===== src/hdl/gfinv_pkg.sv =====
// ----------------------------------------------------------------------------
// gfinv_pkg
// Shared constants and state types for the GF(2)[x] inversion block.
// ----------------------------------------------------------------------------
`default_nettype none

package gfinv_pkg;

  localparam int ELEM_W      = 16;              // element, inverse and modulus fields
  localparam int WIDTH_DFLT  = 16;              // default working polynomial width
  localparam logic [ELEM_W-1:0] MOD_RESET = 16'h011B;  // x^8+x^4+x^3+x+1

  // divider sequencer
  typedef enum logic [3:0] {
    DV_IDLE = 4'b0001,
    DV_NORM = 4'b0010,
    DV_SCAN = 4'b0100,
    DV_DONE = 4'b1000
  } div_state_t;

  // top-level sequencer
  typedef enum logic [6:0] {
    ST_IDLE   = 7'b0000001,
    ST_CHK    = 7'b0000010,
    ST_LOOP   = 7'b0000100,
    ST_COF    = 7'b0001000,
    ST_RSTART = 7'b0010000,
    ST_RES    = 7'b0100000,
    ST_FIN    = 7'b1000000
  } top_state_t;

endpackage

`default_nettype wire


===== src/hdl/gfinv_elem_if.sv =====
// ----------------------------------------------------------------------------
// gfinv_elem_if
// Valid/ready channel carrying one polynomial to invert.
// ----------------------------------------------------------------------------
`default_nettype none

interface gfinv_elem_if
  import gfinv_pkg::*;
  ();
  logic              valid;
  logic              ready;
  logic [ELEM_W-1:0] element;

  modport source (output valid, output element, input ready);
  modport sink   (input valid, input element, output ready);
endinterface

`default_nettype wire


===== src/hdl/gfinv_res_if.sv =====
// ----------------------------------------------------------------------------
// gfinv_res_if
// Valid/ready channel carrying the inverse and the invertible flag.
// ----------------------------------------------------------------------------
`default_nettype none

interface gfinv_res_if
  import gfinv_pkg::*;
  ();
  logic              valid;
  logic              ready;
  logic [ELEM_W-1:0] inverse;
  logic              invertible;

  modport source (output valid, output inverse, output invertible, input ready);
  modport sink   (input valid, input inverse, input invertible, output ready);
endinterface

`default_nettype wire


===== src/hdl/gf2m_inverse_euclid.sv =====
// ----------------------------------------------------------------------------
// gf2m_inverse_euclid
// Inversion in GF(2)[x] modulo a configured polynomial by the extended
// Euclidean algorithm, one divider step per clock.
// ----------------------------------------------------------------------------
//  channel  | dir | handshake          | payload
//  in_ch    | in  | valid/ready        | element[15:0]
//  out_ch   | out | valid/ready        | inverse[15:0], invertible
//  cfg_     | in  | cfg_wr_en, no wait | cfg_wr_data[15:0] = modulus
//
//  One item at a time. Each polynomial division first normalizes the divisor
//  one bit a cycle, then scans the dividend one bit a cycle; an item runs up
//  to about WIDTH+2 divisions, fewer for typical operands.
//  Reset (synchronous, rst_n low) loads the modulus 0x11B and idles the block.
//  A finished result waits in the output register; the next item is taken
//  meanwhile and holds at its end until the output register frees.
// ----------------------------------------------------------------------------
`default_nettype none

module gf2m_inverse_euclid
  import gfinv_pkg::*;
#(
  parameter int WIDTH = WIDTH_DFLT
) (
  input  wire logic              clk,
  input  wire logic              rst_n,
  gfinv_elem_if.sink             in_ch,
  gfinv_res_if.source            out_ch,
  input  wire logic              cfg_wr_en,
  input  wire logic [ELEM_W-1:0] cfg_wr_data
);

  top_state_t        st_r, st_nxt;
  logic [ELEM_W-1:0] mod_r;
  logic [WIDTH-1:0]  d_r, d_nxt;
  logic [WIDTH-1:0]  a_r, a_nxt;
  logic [WIDTH-1:0]  x_r, x_nxt;
  logic [WIDTH-1:0]  s_r, s_nxt;
  logic [WIDTH-1:0]  res_r, res_nxt;
  logic              out_valid_r, out_valid_nxt;
  logic [ELEM_W-1:0] out_inv_r, out_inv_nxt;
  logic              out_flag_r, out_flag_nxt;

  logic [WIDTH+ELEM_W-1:0] elem_ext, mod_ext;
  logic [WIDTH+ELEM_W-1:0] res_ext;
  logic [WIDTH-1:0]        elem_w, mod_w;

  logic             div_start, div_done;
  logic [WIDTH-1:0] div_num, div_den, div_acc0, div_mul;
  logic [WIDTH-1:0] div_rem, div_acc;

  // fit the 16-bit fields to the working width
  assign elem_ext = {{WIDTH{1'b0}}, in_ch.element};
  assign mod_ext  = {{WIDTH{1'b0}}, mod_r};
  assign elem_w   = elem_ext[WIDTH-1:0];
  assign mod_w    = mod_ext[WIDTH-1:0];
  assign res_ext  = {{ELEM_W{1'b0}}, res_r};

  always_ff @(posedge clk) begin
    if (!rst_n) begin
      mod_r <= MOD_RESET;
    end else if (cfg_wr_en) begin
      mod_r <= cfg_wr_data;
    end
  end

  gfinv_div #(
    .WIDTH (WIDTH)
  ) u_div (
    .clk      (clk),
    .rst_n    (rst_n),
    .start    (div_start),
    .num      (div_num),
    .den      (div_den),
    .acc_init (div_acc0),
    .mul      (div_mul),
    .done     (div_done),
    .rem      (div_rem),
    .acc      (div_acc)
  );

  always_comb begin
    st_nxt        = st_r;
    d_nxt         = d_r;
    a_nxt         = a_r;
    x_nxt         = x_r;
    s_nxt         = s_r;
    res_nxt       = res_r;
    out_valid_nxt = out_valid_r;
    out_inv_nxt   = out_inv_r;
    out_flag_nxt  = out_flag_r;
    div_start     = 1'b0;
    div_num       = d_r;
    div_den       = a_r;
    div_acc0      = x_r;
    div_mul       = s_r;

    if (out_valid_r && out_ch.ready) begin
      out_valid_nxt = 1'b0;
    end

    unique case (st_r)
      ST_IDLE: begin
        if (in_ch.valid) begin
          d_nxt  = mod_w;
          a_nxt  = elem_w;
          x_nxt  = '0;
          s_nxt  = {{(WIDTH-1){1'b0}}, 1'b1};
          st_nxt = ST_CHK;
        end
      end
      ST_CHK: begin
        div_start = 1'b1;
        if (a_r == '0) begin
          // cofactor n div g: quotient comes out as acc with mul = 1
          div_num  = mod_w;
          div_den  = d_r;
          div_acc0 = '0;
          div_mul  = {{(WIDTH-1){1'b0}}, 1'b1};
          st_nxt   = ST_COF;
        end else begin
          st_nxt = ST_LOOP;
        end
      end
      ST_LOOP: begin
        if (div_done) begin
          d_nxt  = a_r;
          a_nxt  = div_rem;
          x_nxt  = s_r;
          s_nxt  = div_acc;
          st_nxt = ST_CHK;
        end
      end
      ST_COF: begin
        if (div_done) begin
          a_nxt  = div_acc;
          st_nxt = ST_RSTART;
        end
      end
      ST_RSTART: begin
        div_start = 1'b1;
        div_num   = x_r ^ mod_w;
        div_den   = a_r;
        div_acc0  = '0;
        div_mul   = '0;
        st_nxt    = ST_RES;
      end
      ST_RES: begin
        if (div_done) begin
          res_nxt = div_rem;
          st_nxt  = ST_FIN;
        end
      end
      ST_FIN: begin
        // hold until the output register is free or being drained
        if (!out_valid_r || out_ch.ready) begin
          out_valid_nxt = 1'b1;
          out_inv_nxt   = res_ext[ELEM_W-1:0];
          out_flag_nxt  = (d_r == {{(WIDTH-1){1'b0}}, 1'b1});
          st_nxt        = ST_IDLE;
        end
      end
      default: begin
        st_nxt = ST_IDLE;
      end
    endcase
  end

  always_ff @(posedge clk) begin
    if (!rst_n) begin
      st_r        <= ST_IDLE;
      out_valid_r <= 1'b0;
    end else begin
      st_r        <= st_nxt;
      out_valid_r <= out_valid_nxt;
    end
  end

  always_ff @(posedge clk) begin
    d_r        <= d_nxt;
    a_r        <= a_nxt;
    x_r        <= x_nxt;
    s_r        <= s_nxt;
    res_r      <= res_nxt;
    out_inv_r  <= out_inv_nxt;
    out_flag_r <= out_flag_nxt;
  end

  assign in_ch.ready       = (st_r == ST_IDLE);
  assign out_ch.valid      = out_valid_r;
  assign out_ch.inverse    = out_inv_r;
  assign out_ch.invertible = out_flag_r;

endmodule

`default_nettype wire


===== src/hdl/gfinv_div.sv =====
// ----------------------------------------------------------------------------
// gfinv_div
// Bit-serial polynomial divider over GF(2). Returns the remainder of num by
// den and acc_init XOR (quotient * mul), truncated to WIDTH bits.
// ----------------------------------------------------------------------------
`default_nettype none

module gfinv_div
  import gfinv_pkg::*;
#(
  parameter int WIDTH = WIDTH_DFLT
) (
  input  wire logic             clk,
  input  wire logic             rst_n,
  input  wire logic             start,
  input  wire logic [WIDTH-1:0] num,
  input  wire logic [WIDTH-1:0] den,
  input  wire logic [WIDTH-1:0] acc_init,
  input  wire logic [WIDTH-1:0] mul,
  output logic                  done,
  output logic      [WIDTH-1:0] rem,
  output logic      [WIDTH-1:0] acc
);

  localparam int CW = (WIDTH > 1) ? $clog2(WIDTH) : 1;

  div_state_t         st_r, st_nxt;
  logic [WIDTH-1:0]   num_r, num_nxt;
  logic [WIDTH-1:0]   den_r, den_nxt;
  logic [2*WIDTH-1:0] ms_r, ms_nxt;      // mul shifted along with den
  logic [WIDTH-1:0]   acc_r, acc_nxt;
  logic [CW-1:0]      cnt_r, cnt_nxt;    // current shift of den
  logic [CW-1:0]      pos_r, pos_nxt;    // bit of num under test

  always_comb begin
    st_nxt  = st_r;
    num_nxt = num_r;
    den_nxt = den_r;
    ms_nxt  = ms_r;
    acc_nxt = acc_r;
    cnt_nxt = cnt_r;
    pos_nxt = pos_r;
    unique case (st_r)
      DV_IDLE: begin
        if (start) begin
          num_nxt = num;
          den_nxt = den;
          ms_nxt  = {{WIDTH{1'b0}}, mul};
          acc_nxt = acc_init;
          cnt_nxt = '0;
          // zero divisor: quotient 0, remainder is the dividend
          st_nxt  = (den == '0) ? DV_DONE : DV_NORM;
        end
      end
      DV_NORM: begin
        // shift den up until its leading term sits in the top bit
        if (den_r[WIDTH-1]) begin
          pos_nxt = CW'(WIDTH - 1);
          st_nxt  = DV_SCAN;
        end else begin
          den_nxt = {den_r[WIDTH-2:0], 1'b0};
          ms_nxt  = {ms_r[2*WIDTH-2:0], 1'b0};
          cnt_nxt = cnt_r + 1'b1;
        end
      end
      DV_SCAN: begin
        if (num_r[pos_r]) begin
          num_nxt = num_r ^ den_r;
          acc_nxt = acc_r ^ ms_r[WIDTH-1:0];
        end
        if (cnt_r == '0) begin
          st_nxt = DV_DONE;
        end else begin
          cnt_nxt = cnt_r - 1'b1;
          pos_nxt = pos_r - 1'b1;
          den_nxt = {1'b0, den_r[WIDTH-1:1]};
          ms_nxt  = {1'b0, ms_r[2*WIDTH-1:1]};
        end
      end
      DV_DONE: begin
        st_nxt = DV_IDLE;
      end
      default: begin
        st_nxt = DV_IDLE;
      end
    endcase
  end

  always_ff @(posedge clk) begin
    if (!rst_n) begin
      st_r <= DV_IDLE;
    end else begin
      st_r <= st_nxt;
    end
  end

  always_ff @(posedge clk) begin
    num_r <= num_nxt;
    den_r <= den_nxt;
    ms_r  <= ms_nxt;
    acc_r <= acc_nxt;
    cnt_r <= cnt_nxt;
    pos_r <= pos_nxt;
  end

  assign done = (st_r == DV_DONE);
  assign rem  = num_r;
  assign acc  = acc_r;

endmodule

`default_nettype wire

===== src/flat_wrapper.sv =====
// flat-port wrapper written by rule: the top's interface ports become plain ports
module gf2m_inverse_euclid_flat import gfinv_pkg::*;
#(
  parameter int WIDTH = WIDTH_DFLT
)
  (clk, rst_n, cfg_wr_en, cfg_wr_data, in_ch_valid, in_ch_element, in_ch_ready, out_ch_valid, out_ch_inverse, out_ch_invertible, out_ch_ready);
  gfinv_elem_if in_ch_i ();
  gfinv_res_if out_ch_i ();
  input  wire logic clk;
  input  wire logic rst_n;
  input  wire logic cfg_wr_en;
  input  wire logic [ELEM_W-1:0] cfg_wr_data;
  input wire logic [$bits(in_ch_i.valid)-1:0] in_ch_valid;
  input wire logic [$bits(in_ch_i.element)-1:0] in_ch_element;
  output wire logic [$bits(in_ch_i.ready)-1:0] in_ch_ready;
  output wire logic [$bits(out_ch_i.valid)-1:0] out_ch_valid;
  output wire logic [$bits(out_ch_i.inverse)-1:0] out_ch_inverse;
  output wire logic [$bits(out_ch_i.invertible)-1:0] out_ch_invertible;
  input wire logic [$bits(out_ch_i.ready)-1:0] out_ch_ready;
  assign in_ch_i.valid = in_ch_valid;
  assign in_ch_i.element = in_ch_element;
  assign in_ch_ready = in_ch_i.ready;
  assign out_ch_valid = out_ch_i.valid;
  assign out_ch_inverse = out_ch_i.inverse;
  assign out_ch_invertible = out_ch_i.invertible;
  assign out_ch_i.ready = out_ch_ready;
  gf2m_inverse_euclid #(.WIDTH(WIDTH)) u_core (.clk(clk), .rst_n(rst_n), .in_ch(in_ch_i), .out_ch(out_ch_i), .cfg_wr_en(cfg_wr_en), .cfg_wr_data(cfg_wr_data));
endmodule

===== config.mk =====
export PLATFORM = sky130hd
export DESIGN_NAME = gf2m_inverse_euclid_flat
export DESIGN_NICKNAME = d
export VERILOG_FILES = /design/src/hdl/gfinv_pkg.sv /design/src/hdl/gfinv_elem_if.sv /design/src/hdl/gfinv_res_if.sv /design/src/hdl/gf2m_inverse_euclid.sv /design/src/hdl/gfinv_div.sv /design/src/flat_wrapper.sv
export SDC_FILE = /design/constraint.sdc
export NUM_CORES = 1
export LEC_CHECK = 0
export BUFFER_PORTS_ARGS = -buffer_cell sky130_fd_sc_hd__buf_2
export CORE_MARGIN = 10
export CORE_UTILIZATION = 55
export CTS_CLUSTER_SIZE = 14
export DETAILED_ROUTE_END_ITERATION = 8
export PLACE_DENSITY_LB_ADDON = 0.12
export SETUP_SLACK_MARGIN = 0.4
export SYNTH_ARGS = -nofsm -noshare
export SYNTH_HDL_FRONTEND = slang
export SYNTH_SLANG_ARGS = --single-unit

===== constraint.sdc =====
create_clock -name clk -period 6.55 [get_ports clk]
set_input_delay 0.9825 -clock clk [delete_from_list [all_inputs] [get_ports clk]]
set_output_delay 0.9825 -clock clk [all_outputs]
set_load 0.02 [all_outputs]

==> flow_summary.toml <==
[sta]
hold_viol = 0
period_share_pct = 56.91
final_max_slew_viol_count = 0
maxSlewHeadroom_pct = 18.85
setup-tns-final_ns = 0
setup_viol = 0
postLayoutSetupSlackWorst_ns = 2.822
worst_pin_slew_ns = 1.215
period_minus_slack_ns = 3.728
clock_skew_ns = 0.01685
rsz0062_at_grt = "no"
fmax_mhz = 268.3

[floorplan]
num_rows = 48
dieArea_um2 = 23400
initial_core_util_pct = 56.24
coreArea_um2 = 17300
die_w_um = 153.0
fp.dieH_um = 153.0
ios = 56

[logic_synthesis]
synth_edf_count = 185
syn-num-nets = 817
async_flop_share_pct = 0
synthCells = 776
avgSynthCellArea_um2 = 12.53
ys.flop_type = "edfxtp_1"
synth.distinct_cells = 58
synth_area_um2 = 9727
ys_seq_area_share_pct = 62.88
yosys_warnings = 0
ys_seq_elements = 213

[routing]
first_pass_iters = 6
vias = 6645
first_iter_violations = 813
post_drt_wl_per_cell_um = 22.73
via_per_inst = 6.275
drc = 0
ant_nets = 0
drt_wl_total_um = 24070

[layout]
multi_input_area_um2 = 3359
final_nets = 858
fillCellCount = 1327
syn2layout_area_growth_pct = 12.55
drive_above_1_share_pct = 18.82
diodes = 0
seqCellArea_um2 = 6116
instances_no_fill = 1059
final_area_um2 = 10950

[power]
total_power_uw = 3580
power.density_nw_per_um2 = 327.0
p_leak_uw = 0.003900
peakVddDrop_mv = 0.1917

[global_route]
met2_usage_pct = 31.12
grt_pass1_vias = 6506
groute.layer.met1.usage_pct = 27.39
groute.usage.overall_pct = 19.85
overflow = 0
grt_start_max_net_pins = 69
grt.busiest_layer = "met2"
antenna_found_initial = 0
grtUsageMet3_pct = 4.068
grt_first_pass_wirelength_um = 37900

[cts]
clock_sinks = 213
ctsHoldBuffers = 0
insertion_delay_ns = 0.51
cts_tree = "built"
cts_buffer_depth = 3
cts_root_buffer = "clkbuf_16"
cts.clk_slew.worst_paths_ns = 0.06
cts_buffers = 23
ctsHtreeMaxLevel = 1
ctsResizeCount = 0
cts_setup_buffers = 0

[worst_setup_path]
critical_path_class = "flop to flop"
cp-end-kind = "flop"
cp_max_fo = 55
worstPathRequired_ns = 6.68
cp-start-kind = "flop"
arrival_ns = 3.86

[placement]
gp_congestion = 0.8539
place_inst = 1017
placed_cell_area_um2 = 10220
dpl.hpwl_um = 15430
port_buffers = 55
place_ws_ns = 2.863

[job]
maxCapViolCount = 0

[hold_path]
hp-class = "flop to flop"

[outcome]
status = "finished, final reports clean"
-- worst paths after layout --
check / slack, ns / startpoint / endpoint / depth (start not counted)
max: 2.82 / u_core.u_div.st_r[2] / u_core.u_div.ms_r[22] / 6
min: 0.42 / u_core.res_r[9] / u_core.out_ch.inverse[9] / 0
max reg2reg: 2.82 / u_core.u_div.st_r[2] / u_core.u_div.ms_r[22] / 6
min reg2reg: 0.42 / u_core.res_r[9] / u_core.out_ch.inverse[9] / 0
-- synth_stat cells, types with 2 or more instances --
| library cell | count | area [um^2] |
|---|---|---|
| o21ai_1 | 2 | 10.01 |
| dfxtp_1 | 28 | 560.5 |
| edfxtp_1 | 185 | 5555 |
| or4b_1 | 2 | 20.02 |
| mux2i_1 | 17 | 170.2 |
| nand2b_1 | 5 | 31.28 |
| nor3b_2 | 14 | 175.2 |
| a21oi_1 | 39 | 195.2 |
| and4_1 | 2 | 17.52 |
| inv_1 | 22 | 82.58 |
| nor4b_1 | 3 | 26.28 |
| clkbuf_1 | 38 | 142.6 |
| or3_1 | 2 | 12.51 |
| and2_1 | 33 | 206.5 |
| nor4b_2 | 2 | 30.03 |
| or2_2 | 5 | 31.28 |
| buf_6 | 2 | 22.52 |
| a222oi_1 | 15 | 150.1 |
| nor2b_1 | 3 | 18.77 |
| ha_1 | 3 | 37.54 |
| nor4_1 | 9 | 56.30 |
| mux2_2 | 18 | 202.7 |
| or4_1 | 2 | 15.01 |
| xnor2_1 | 20 | 175.2 |
| nor3_1 | 8 | 40.04 |
| a22o_1 | 16 | 140.1 |
| mux4_2 | 4 | 90.09 |
| a22oi_1 | 30 | 225.2 |
| nor4_2 | 2 | 25.02 |
| xor2_1 | 17 | 148.9 |
| nand3_1 | 17 | 85.08 |
| a31oi_1 | 15 | 93.84 |
| nor2_1 | 61 | 229.0 |
| a211oi_1 | 2 | 15.01 |
| buf_2 | 11 | 55.05 |
| nand2_1 | 48 | 180.2 |
| o21ai_0 | 53 | 265.3 |
-- placed cells by master (no fill, tap or decap), types with 16 or more instances in the layout --
cell type	count
dfxtp_1	28
nand2_1	48
edfxtp_1	185
mux2_2	18
mux2i_1	17
xor2_1	17
a22o_1	16
a21oi_1	38
buf_2	55
and2_1	33
nor2_1	61
a22oi_1	30
inv_1	22
xnor2_1	20
clkbuf_16	23
o21ai_0	53
nand3_1	17
-- sequential cells by signal (all words and copies together) (netlist names) --
register	count
u_core.u_div.ms_r	32
u_core.a_r	16
u_core.d_r	16
u_core.mod_r	16
u_core.out_ch.inverse	16
u_core.res_r	16
u_core.s_r	16
u_core.u_div.acc	16
u_core.u_div.den_r	16
u_core.u_div.rem	16
u_core.x_r	16
u_core.st_r	7
u_core.u_div.cnt_r	4
u_core.u_div.pos_r	4
u_core.u_div.st_r	4
u_core.out_ch.invertible	1
u_core.out_ch.valid	1
-- stage by stage --
step | util (%) | hold slack [ns]
after global routing | 63.30 | 0.4265
after CTS | 63.30 | 0.4196
after global placement | 59.06 | 0.4036
after detailed placement | 59.06 | 0.4045
final | 63.30 | 0.4223
after floorplan | - | 0.4003
-- report_power, final --
part	leakage, uW	internal, uW	switching [uW]
logic	0.00157	152	241
registers	0.00197	1750	180
clock network	0.000360	747	511
total	0.00390	2650	933
-- worst max-delay path: stages, from the launching register on --
cell      delay [ns]
dfxtp_1         0.42
or4b_2          0.64
inv_2           0.72
or2_2           0.46
o21ai_0         0.28
a211oi_4        0.21
buf_4           0.55
-- metal layers --
layer  share of wire (%)  vias to the layer above
met5                   0                        -
met3                 8.4                       36
li1                    -                     3006
met1                  42                     3301
met4                 2.1                        0
met2                  47                      302
-- area by class of cell --
type / count / area share [%]
clock buffer: 37 / 6.194
clock inverter: 5 / 0.4914
inverter: 23 / 0.7886
multi-input combinational: 488 / 30.69
sequential: 213 / 55.86
tap: 225 / 2.571
timing repair buffer: 68 / 3.406
-- cell families (layout without fill, tap and decap cells) --
family / Yosys count / in the layout / synth area share [%]
AO/OA/AOI/OAI: 182 / 182 / 12.16
XOR/XNOR: 37 / 37 / 3.332
buffers and inverters: 75 / 133 / 3.190
adder cells (fa/ha/maj): 4 / 4 / 0.5918
AND/OR/NAND/NOR: 226 / 226 / 13.10
flip-flops: 213 / 213 / 62.88
multiplexers: 39 / 39 / 4.759
(Power assumes the default switching activity.)
